`src/esd_pkg.sv`:
```
// Shared types, codes and reset values of the escaped stream deframer.
package esd_pkg;

  localparam int BYTE_W    = 8;
  localparam int LEN_W     = 9;
  localparam int KIND_W    = 3;
  localparam int REASON_W  = 3;
  localparam int CFG_IDX_W = 3;
  localparam int RES_MAX   = 3;
  localparam int RES_CNT_W = 2;

  // result kinds
  localparam logic [KIND_W-1:0] KIND_SERIAL = 3'd0;
  localparam logic [KIND_W-1:0] KIND_FRAME  = 3'd1;
  localparam logic [KIND_W-1:0] KIND_END    = 3'd2;
  localparam logic [KIND_W-1:0] KIND_ABORT  = 3'd3;
  localparam logic [KIND_W-1:0] KIND_STRAY  = 3'd4;

  // abort reasons
  localparam logic [REASON_W-1:0] REASON_NONE     = 3'd0;
  localparam logic [REASON_W-1:0] REASON_DBL_ESC  = 3'd1;
  localparam logic [REASON_W-1:0] REASON_DBL_SOF  = 3'd2;
  localparam logic [REASON_W-1:0] REASON_BAD_ESC  = 3'd3;
  localparam logic [REASON_W-1:0] REASON_OVERFLOW = 3'd4;

  // configuration register indexes
  localparam logic [CFG_IDX_W-1:0] CFG_ESCAPE     = 3'd0;
  localparam logic [CFG_IDX_W-1:0] CFG_LITERAL    = 3'd1;
  localparam logic [CFG_IDX_W-1:0] CFG_RESERVED   = 3'd2;
  localparam logic [CFG_IDX_W-1:0] CFG_SERIAL_GAP = 3'd3;
  localparam logic [CFG_IDX_W-1:0] CFG_FRAME_GAP  = 3'd4;
  localparam logic [CFG_IDX_W-1:0] CFG_START      = 3'd5;
  localparam logic [CFG_IDX_W-1:0] CFG_END        = 3'd6;

  typedef struct packed {
    logic [BYTE_W-1:0] escape_code;
    logic [BYTE_W-1:0] literal_code;
    logic [BYTE_W-1:0] reserved_code;
    logic [BYTE_W-1:0] serial_gap_code;
    logic [BYTE_W-1:0] frame_gap_code;
    logic [BYTE_W-1:0] start_code;
    logic [BYTE_W-1:0] end_code;
  } cfg_t;

  localparam cfg_t CFG_RESET = '{
    escape_code:     8'd254,
    literal_code:    8'd248,
    reserved_code:   8'd249,
    serial_gap_code: 8'd250,
    frame_gap_code:  8'd251,
    start_code:      8'd252,
    end_code:        8'd253
  };

  typedef struct packed {
    logic [KIND_W-1:0]   kind;
    logic [BYTE_W-1:0]   data_byte;
    logic [LEN_W-1:0]    frame_length;
    logic [REASON_W-1:0] abort_reason;
  } res_t;

  // all results caused by one item, slot 0 first
  typedef struct packed {
    res_t [RES_MAX-1:0]   res;
    logic [RES_CNT_W-1:0] n;
  } bundle_t;

  function automatic res_t mk_res(logic [KIND_W-1:0] kind, logic [BYTE_W-1:0] data,
                                  logic [LEN_W-1:0] len, logic [REASON_W-1:0] reason);
    res_t r;
    r.kind         = kind;
    r.data_byte    = data;
    r.frame_length = len;
    r.abort_reason = reason;
    return r;
  endfunction

endpackage

```
`src/esd_decode.sv`:
```
// Decoder: one item plus the current state gives the result bundle and next state.
module esd_decode #(
  parameter int FRAME_BYTES_MAX = 256,
  parameter int CNT_W           = 9
) (
  input  esd_pkg::cfg_t                cfg,
  input  logic [esd_pkg::BYTE_W-1:0]   rx_byte,
  input  logic                         after_escape,
  input  logic                         in_frame,
  input  logic [CNT_W-1:0]             frame_count,
  output esd_pkg::bundle_t             bundle,
  output logic                         after_escape_nxt,
  output logic                         in_frame_nxt,
  output logic [CNT_W-1:0]             frame_count_nxt
);

  localparam logic [CNT_W-1:0] CNT_MAX = CNT_W'(FRAME_BYTES_MAX);

  always_comb begin
    logic [esd_pkg::BYTE_W-1:0]    c;
    logic                          ae;
    logic                          inf;
    logic [CNT_W-1:0]              cnt;
    logic                          deliver;
    logic [esd_pkg::RES_CNT_W-1:0] n;
    esd_pkg::res_t [esd_pkg::RES_MAX-1:0] res;

    c       = rx_byte;
    ae      = after_escape;
    inf     = in_frame;
    cnt     = frame_count;
    deliver = 1'b1;
    n       = '0;
    res     = '0;

    if (ae) begin
      if (c == cfg.escape_code) begin
        // doubled escape: stay after-escape, drop a frame in progress
        if (inf) begin
          res[n]  = esd_pkg::mk_res(esd_pkg::KIND_ABORT, '0, '0, esd_pkg::REASON_DBL_ESC);
          n       = n + 2'd1;
          inf     = 1'b0;
          cnt     = '0;
          deliver = 1'b0;
        end
      end else begin
        ae = 1'b0;
        priority if (c == cfg.literal_code) begin
          c = cfg.escape_code;
        end else if (c == cfg.start_code) begin
          if (cnt != '0) begin
            res[n] = esd_pkg::mk_res(esd_pkg::KIND_ABORT, '0, '0, esd_pkg::REASON_DBL_SOF);
            n      = n + 2'd1;
            cnt    = '0;
          end
          inf     = 1'b1;
          deliver = 1'b0;
        end else if (c == cfg.end_code) begin
          if (inf) begin
            res[n] = esd_pkg::mk_res(esd_pkg::KIND_END, '0, esd_pkg::LEN_W'(cnt),
                                     esd_pkg::REASON_NONE);
            inf    = 1'b0;
            cnt    = '0;
          end else begin
            res[n] = esd_pkg::mk_res(esd_pkg::KIND_STRAY, '0, '0, esd_pkg::REASON_NONE);
          end
          n       = n + 2'd1;
          deliver = 1'b0;
        end else if (c == cfg.reserved_code || c == cfg.serial_gap_code ||
                     c == cfg.frame_gap_code) begin
          deliver = 1'b0;
        end else begin
          // unknown code: abort any frame, pass escape and code as serial bytes
          if (inf) begin
            res[n] = esd_pkg::mk_res(esd_pkg::KIND_ABORT, '0, '0, esd_pkg::REASON_BAD_ESC);
            n      = n + 2'd1;
            inf    = 1'b0;
            cnt    = '0;
          end
          res[n] = esd_pkg::mk_res(esd_pkg::KIND_SERIAL, cfg.escape_code, '0,
                                   esd_pkg::REASON_NONE);
          n      = n + 2'd1;
        end
      end
    end else if (c == cfg.escape_code) begin
      ae      = 1'b1;
      deliver = 1'b0;
    end

    if (deliver) begin
      if (inf) begin
        if (cnt >= CNT_MAX) begin
          res[n] = esd_pkg::mk_res(esd_pkg::KIND_ABORT, '0, '0, esd_pkg::REASON_OVERFLOW);
          inf    = 1'b0;
          cnt    = '0;
        end else begin
          res[n] = esd_pkg::mk_res(esd_pkg::KIND_FRAME, c, '0, esd_pkg::REASON_NONE);
          cnt    = cnt + CNT_W'(1);
        end
      end else begin
        res[n] = esd_pkg::mk_res(esd_pkg::KIND_SERIAL, c, '0, esd_pkg::REASON_NONE);
      end
      n = n + 2'd1;
    end

    bundle.res       = res;
    bundle.n         = n;
    after_escape_nxt = ae;
    in_frame_nxt     = inf;
    frame_count_nxt  = cnt;
  end

endmodule

```
`src/esd_emit.sv`:
```
// Result register: holds a bundle, hands out one result per unstalled cycle.
module esd_emit (
  input  logic                           clk,
  input  logic                           rst_n,
  input  logic                           load_valid,
  output logic                           load_ready,
  input  esd_pkg::bundle_t               load_bundle,
  output logic                           out_valid,
  input  logic                           out_stall,
  output esd_pkg::res_t                  out_res,
  output logic                           out_last
);

  logic                          valid_r, valid_nxt;
  logic [esd_pkg::RES_CNT_W-1:0] idx_r, idx_nxt;
  esd_pkg::bundle_t              bundle_r;
  logic                          out_fire;
  logic                          load;

  assign out_valid  = valid_r;
  assign out_res    = bundle_r.res[idx_r];
  assign out_last   = (idx_r == bundle_r.n - 2'd1);
  assign out_fire   = valid_r && !out_stall;
  assign load_ready = !valid_r || (out_fire && out_last);
  assign load       = load_valid && load_ready;

  always_comb begin
    valid_nxt = valid_r;
    idx_nxt   = idx_r;
    if (load) begin
      valid_nxt = 1'b1;
      idx_nxt   = '0;
    end else if (out_fire) begin
      if (out_last) begin
        valid_nxt = 1'b0;
      end else begin
        idx_nxt = idx_r + 2'd1;
      end
    end
  end

  always_ff @(posedge clk) begin
    if (!rst_n) begin
      valid_r <= 1'b0;
      idx_r   <= '0;
    end else begin
      valid_r <= valid_nxt;
      idx_r   <= idx_nxt;
    end
  end

  always_ff @(posedge clk) begin
    if (load) begin
      bundle_r <= load_bundle;
    end
  end

endmodule

```
`src/escaped_stream_deframer.sv`:
```
// Top level of the escaped stream deframer: input register, state, config, result register.
//
// Splits a received link byte stream into plain serial bytes and escape-delimited
// frames. Input channel: in_valid / in_stall with in_rx_byte and in_transfer_last
// (the latter is carried for the link but has no effect on decoding). Result
// channel: out_valid / out_stall with kind, data byte, frame length, abort reason
// and a last flag on the final result caused by each input item.
// Configuration: cfg_valid / cfg_ready (always ready) writes cfg_data into the
// code register selected by cfg_index; index 7 is ignored. Write only while idle.
// An accepted item is decoded out of the input register; its results are loaded
// into the result register, which presents them. Throughput: one item per cycle
// while each item causes at most one result and the receiver does not stall; an
// item with several results holds the result register until the single result
// port has handed each out. Items that cause no result never touch the result register.
// Reset (synchronous, rst_n low): code registers go to their default values, the
// after-escape flag, in-frame flag and frame byte count clear, both the input and
// result registers empty. When the receiver stalls, the current result holds,
// and one more item waits in the input register before in_stall rises.
module escaped_stream_deframer #(
  parameter int FRAME_BYTES_MAX = 256
) (
  input  logic                            clk,
  input  logic                            rst_n,
  // input channel
  input  logic                            in_valid,
  output logic                            in_stall,
  input  logic [esd_pkg::BYTE_W-1:0]      in_rx_byte,
  input  logic                            in_transfer_last,
  // result channel
  output logic                            out_valid,
  input  logic                            out_stall,
  output logic [esd_pkg::KIND_W-1:0]      out_kind,
  output logic [esd_pkg::BYTE_W-1:0]      out_data_byte,
  output logic [esd_pkg::LEN_W-1:0]       out_frame_length,
  output logic [esd_pkg::REASON_W-1:0]    out_abort_reason,
  output logic                            out_last,
  // configuration write port
  input  logic                            cfg_valid,
  output logic                            cfg_ready,
  input  logic [esd_pkg::CFG_IDX_W-1:0]   cfg_index,
  input  logic [esd_pkg::BYTE_W-1:0]      cfg_data
);

  // count must hold FRAME_BYTES_MAX itself
  localparam int CNT_W = $clog2(FRAME_BYTES_MAX + 1);

  esd_pkg::cfg_t              cfg_r, cfg_nxt;
  logic                       in_full_r, in_full_nxt;
  logic [esd_pkg::BYTE_W-1:0] in_byte_r;
  logic                       after_escape_r, after_escape_nxt;
  logic                       in_frame_r, in_frame_nxt;
  logic [CNT_W-1:0]           frame_count_r, frame_count_nxt;

  esd_pkg::bundle_t           dec_bundle;
  esd_pkg::res_t              out_res;
  logic                       emit_ready;
  logic                       emit_load;
  logic                       consume;
  logic                       in_load;

  // ---------------------------------------------------------------------------
  // Configuration registers; the port never stalls.
  // ---------------------------------------------------------------------------
  assign cfg_ready = 1'b1;

  always_comb begin
    cfg_nxt = cfg_r;
    if (cfg_valid && cfg_ready) begin
      unique case (cfg_index)
        esd_pkg::CFG_ESCAPE:     cfg_nxt.escape_code     = cfg_data;
        esd_pkg::CFG_LITERAL:    cfg_nxt.literal_code    = cfg_data;
        esd_pkg::CFG_RESERVED:   cfg_nxt.reserved_code   = cfg_data;
        esd_pkg::CFG_SERIAL_GAP: cfg_nxt.serial_gap_code = cfg_data;
        esd_pkg::CFG_FRAME_GAP:  cfg_nxt.frame_gap_code  = cfg_data;
        esd_pkg::CFG_START:      cfg_nxt.start_code      = cfg_data;
        esd_pkg::CFG_END:        cfg_nxt.end_code        = cfg_data;
        default:                 cfg_nxt                 = cfg_r;
      endcase
    end
  end

  // ---------------------------------------------------------------------------
  // Input register. Advance the held item into the decoder whenever its
  // results (if any) fit into the result register this cycle.
  // ---------------------------------------------------------------------------
  esd_decode #(
    .FRAME_BYTES_MAX (FRAME_BYTES_MAX),
    .CNT_W           (CNT_W)
  ) u_decode (
    .cfg              (cfg_r),
    .rx_byte          (in_byte_r),
    .after_escape     (after_escape_r),
    .in_frame         (in_frame_r),
    .frame_count      (frame_count_r),
    .bundle           (dec_bundle),
    .after_escape_nxt (after_escape_nxt),
    .in_frame_nxt     (in_frame_nxt),
    .frame_count_nxt  (frame_count_nxt)
  );

  assign emit_load   = in_full_r && (dec_bundle.n != '0);
  assign consume     = in_full_r && ((dec_bundle.n == '0) || emit_ready);
  assign in_stall    = in_full_r && !consume;
  assign in_load     = in_valid && !in_stall;
  assign in_full_nxt = in_load || (in_full_r && !consume);

  always_ff @(posedge clk) begin
    if (!rst_n) begin
      cfg_r          <= esd_pkg::CFG_RESET;
      in_full_r      <= 1'b0;
      after_escape_r <= 1'b0;
      in_frame_r     <= 1'b0;
      frame_count_r  <= '0;
    end else begin
      cfg_r     <= cfg_nxt;
      in_full_r <= in_full_nxt;
      // commit decoder state only when the item leaves the input register
      if (consume) begin
        after_escape_r <= after_escape_nxt;
        in_frame_r     <= in_frame_nxt;
        frame_count_r  <= frame_count_nxt;
      end
    end
  end

  always_ff @(posedge clk) begin
    if (in_load) begin
      in_byte_r <= in_rx_byte;
    end
  end

  // ---------------------------------------------------------------------------
  // Result register and per-result sequencing.
  // ---------------------------------------------------------------------------
  esd_emit u_emit (
    .clk         (clk),
    .rst_n       (rst_n),
    .load_valid  (emit_load),
    .load_ready  (emit_ready),
    .load_bundle (dec_bundle),
    .out_valid   (out_valid),
    .out_stall   (out_stall),
    .out_res     (out_res),
    .out_last    (out_last)
  );

  assign out_kind         = out_res.kind;
  assign out_data_byte    = out_res.data_byte;
  assign out_frame_length = out_res.frame_length;
  assign out_abort_reason = out_res.abort_reason;

  // ---------------------------------------------------------------------------
  // Assertions
  // ---------------------------------------------------------------------------
  // a held byte count implies an open frame
  a_count_in_frame: assert property (@(posedge clk) disable iff (!rst_n)
    (frame_count_r != '0) |-> in_frame_r)
    else $error("frame count nonzero outside a frame");

  // the count never passes the frame limit
  a_count_limit: assert property (@(posedge clk) disable iff (!rst_n)
    frame_count_r <= CNT_W'(FRAME_BYTES_MAX))
    else $error("frame count above limit");

  // an item with results only leaves when the result register takes them
  a_no_drop: assert property (@(posedge clk) disable iff (!rst_n)
    (consume && emit_load) |=> out_valid)
    else $error("results of a consumed item were lost");

endmodule

```
`config.mk`:
```
export PLATFORM = sky130hd
export DESIGN_NAME = escaped_stream_deframer
export DESIGN_NICKNAME = d
export VERILOG_FILES = /design/src/esd_pkg.sv /design/src/esd_decode.sv /design/src/esd_emit.sv /design/src/escaped_stream_deframer.sv
export SDC_FILE = /design/constraint.sdc
export NUM_CORES = 1
export LEC_CHECK = 0
export BUFFER_PORTS_ARGS = -buffer_cell sky130_fd_sc_hd__buf_4
export CAP_MARGIN = 20
export CORE_MARGIN = 3
export CORE_UTILIZATION = 30
export CTS_CLUSTER_DIAMETER = 150
export DETAILED_ROUTE_END_ITERATION = 16
export GPL_ROUTABILITY_DRIVEN = 0
export PLACE_DENSITY = 0.48
export SYNTH_ARGS = -nofsm -noshare
export SYNTH_HDL_FRONTEND = slang
export SYNTH_SLANG_ARGS = --single-unit
```
`constraint.sdc`:
```
create_clock -name clk -period 13.1 [get_ports clk]
set_input_delay 1.965 -clock clk [delete_from_list [all_inputs] [get_ports clk]]
set_output_delay 1.965 -clock clk [all_outputs]
set_load 0.1 [all_outputs]
```
==> results.sh <==
export IMPL_critical_path_class="reg -> out"
export IMPL_viasPerCell=5.09
export IMPL_portBuffers=49
export IMPL_cts_tree="built"
export IMPL_skew_ns=0.0104
export IMPL_ys_async_sr_fraction_pct=0
export IMPL_clk_latency_ns=0.43
export IMPL_hold_viol=0
export IMPL_htreeDepth=4
export IMPL_grt_pass1_wl_um=27700
export IMPL_clkTransAtPathRegs_ns=0.06
export IMPL_min_period_ns=6.68
export IMPL_drv_slew=0
export IMPL_cp_top_family="simple AND/OR/NAND/NOR gates"
export IMPL_post_cts_setup_buffers=0
export IMPL_combPwrFrac_pct=10.7
export IMPL_pin_count=52
export IMPL_max_freq_mhz=150
export IMPL_final_antenna_net_count=0
export IMPL_synth_area_sq_um=6400
export IMPL_cp_max_fo=10
export IMPL_outcome="finished clean"
export IMPL_firstDrtPassIters=5
export IMPL_wl_per_cell_um=16.9
export IMPL_drc=0
export IMPL_pre_cts_ws_ns=6.93
export IMPL_cts_buffer_depth=2
export IMPL_synth_top_cell_area_share_pct=24.9
export IMPL_rsz0062_at_grt="no"
export IMPL_synth_nets=725
export IMPL_cts_root_buf="clkbuf_16"
export IMPL_ys_flop_type="dfxtp_1"
export IMPL_holdBufCountCts=0
export IMPL_track_usage_pct=15.0
export IMPL_core_area_sq_um=20600
export IMPL_synth_area_per_cell_sq_um=9.21
export IMPL_grt_pass1_vias=5051
export IMPL_antenna_cells=0
export IMPL_setup_ws_ns=6.42
export IMPL_die_x_um=152
export IMPL_syn_inst=695
export IMPL_crit_top_cell="nor2_1"
export IMPL_crit_path_max_incr_delay_ns=0.83
export IMPL_setup_viol_count_final=0
export IMPL_final_cells=1019
export IMPL_synth_seq_cells=124
export IMPL_endpoint_kind="output port"
export IMPL_worstSetupStartpointType="register"
export IMPL_top_usage_layer="met2"
export IMPL_yosysTopAreaCell="edfxtp_1"
export IMPL_start_util_pct=31.0
export IMPL_die_area_sq_um=23100
export IMPL_required_ns=11.14
export IMPL_synth_area_top_cells="edfxtp_1, dfxtp_1, nand2_1"
export IMPL_p_clk_share_pct=46.3
export IMPL_switching_share_pct=25.9
export IMPL_peakVddDrop_mv=0.0896
export IMPL_crit_slowest_cell="edfxtp_1"
export IMPL_vias=5187
export IMPL_worstMarginPinSlew_ns=1.04
export IMPL_first_iter_violations=378
export IMPL_seqPwrFrac_pct=43.0
export IMPL_nets=766
export IMPL_use_met1_pct=21.2
export IMPL_synth_cell_types=65
export IMPL_final_layout_size_suffix_gt1_share_pct=13.0
export IMPL_crit_arrival_ns=4.71
export IMPL_worstHoldPathType="reg -> reg"
export IMPL_setup_tns_final_ns=0
export IMPL_grt_max_degree=52
export IMPL_gr_total_overflow=0
export IMPL_cts_sinks=124
export IMPL_synth_edf_count=53
export IMPL_postLayoutCoreUtil_pct=36.8
export IMPL_syn_to_final_growth_pct=18.4
export IMPL_power_density_nw_per_um2=133
export IMPL_seq_area_frac_synth_pct=47.1
export IMPL_dp_hpwl_um=11900
export IMPL_use_met3_pct=3.50
export IMPL_ys_warn_count=0
export IMPL_finalCritPeriodShare_pct=51.0
export IMPL_antenna_found_initial=0
export IMPL_power_switching_w=0.000261
export IMPL_path_cells="xnor2_1 -> nand4_1 -> nor2_1 -> nor3_2 -> nand2_1 -> nor3_1 -> inv_1 -> ha_1 -> or3_1 -> nor4_1 -> a31oi_1 -> o21ai_1 -> nor2_1 -> buf_4"
export IMPL_rows=52
export IMPL_maxCapViolCount=0
export IMPL_worst_path_buf_inv=2
export IMPL_totalWireLength_um=17200
export IMPL_intPower_w=0.000748
export IMPL_use_met2_pct=22.7
export IMPL_cts_resized=0
export IMPL_p_leak_nw=2.82
export IMPL_die_y_um=152
export IMPL_timing_max_slew_rel_slack_pct=29.8
export IMPL_dp_cells=987
export IMPL_numCtsBuffers=17
==> worst min-delay path, cell delays in order (launching register included) <==
cell,delay (ns)
dfxtp_1,0.31
nand2_1,0.05
a21oi_1,0.05
==> synthesized netlist by cell type, drive strengths merged (2+ instances only) <==
cell / count
edfxtp: 53
a211o: 2
nor4: 9
or3: 2
o31ai: 3
o22ai: 5
nor3: 15
buf: 13
a21oi: 24
a211oi: 2
xor2: 16
nor2: 38
o211a: 2
a41oi: 4
o211ai: 6
nand4b: 2
nor2b: 9
a31oi: 4
nand2b: 4
mux2i: 23
inv: 13
o21ai: 21
nand4: 15
xnor2: 42
clkbuf: 17
a22o: 16
ha: 5
and2: 28
dfxtp: 71
or2: 3
and3: 5
nand2: 145
nand3: 60
==> metal layers <==
metal,vias to the layer above,routed length (um)
li1,2545,-
met1,2469,8450
met2,150,7650
met3,23,813
met4,0,310
met5,-,0
==> power groups by stage <==
stage          Combinational [W]  Sequential [W]  Clock [W]
2_1_floorplan          0.0000850        0.000433          0
3_3_place_gp            0.000106        0.000442          0
3_5_place_dp            0.000108        0.000443          0
4_1_cts                 0.000109        0.000434   0.000476
5_1_grt                 0.000116        0.000436   0.000494
6_report                0.000108        0.000434   0.000467
==> path summary, 6_finish.rpt <==
check	end	start	slack, ns	cells past startpoint
setup / recovery	in_stall	in_byte_r[7]	6.42	14
setup reg to reg	in_byte_r[5]	in_byte_r[7]	8.14	14
hold / removal	cfg_r[41]	cfg_r[41]	0.47	2
hold reg to reg	cfg_r[41]	cfg_r[41]	0.47	2
==> per-stage QoR <==
stage	hold WS, ns	instance area, sq um	power (W)
after detailed placement	0.459	7000	0.000551
after floorplan	0.448	6400	0.000518
final	0.466	7580	0.00101
after global placement	0.456	6960	0.000547
after global routing	0.484	7580	0.00105
after CTS	0.467	7580	0.00102
==> cells in the final DEF, fill, tap and decap left out, drive strengths merged, types with 3 or more instances in the layout <==
cell type  count
nand2        145
dfxtp         71
nand3         60
edfxtp        53
buf           52
xnor2         42
nor2          38
and2          28
a21oi         24
mux2i         23
o21ai         21
clkbuf        19
xor2          16
a22o          16
nand4         15
nor3          15
inv           13
nor2b          9
nor4           9
clkinv         8
o211ai         6
and3           5
o22ai          5
ha             5
a31oi          4
nand2b         4
a41oi          4
bufinv         3
or2            3
o31ai          3
==> state kept, by name, indices dropped and copies added, names as in the netlist <==
register          count
in_full_r             1
u_emit.out_valid      1
in_byte_r             8
in_frame_r            1
u_emit.bundle_r      45
frame_count_r         9
u_emit.idx_r          2
after_escape_r        1
cfg_r                56
==> cells by family (layout without fill, tap and decap cells) <==
group	after synthesis	in the layout	share of synthesized area, %
AND/OR/NAND/NOR	338	338	25.5
flip-flops	124	124	47.1
AO/OA/AOI/OAI	102	102	11.4
XOR/XNOR	58	58	7.94
buffers and inverters	43	97	3.21
multiplexers	24	24	3.83
adder cells (fa/ha/maj)	5	5	0.978
other	1	1	0.0586
==> area by class of cell <==
cell class / count / area (sq um)
multi-input combinational: 528 / 3190
tap: 270 / 338
clock inverter: 13 / 150
sequential: 124 / 3010
fill: 2081 / 13000
inverter: 13 / 48.8
clock buffer: 19 / 433
timing repair buffer: 52 / 408
Power figures use the tool's default switching activity.
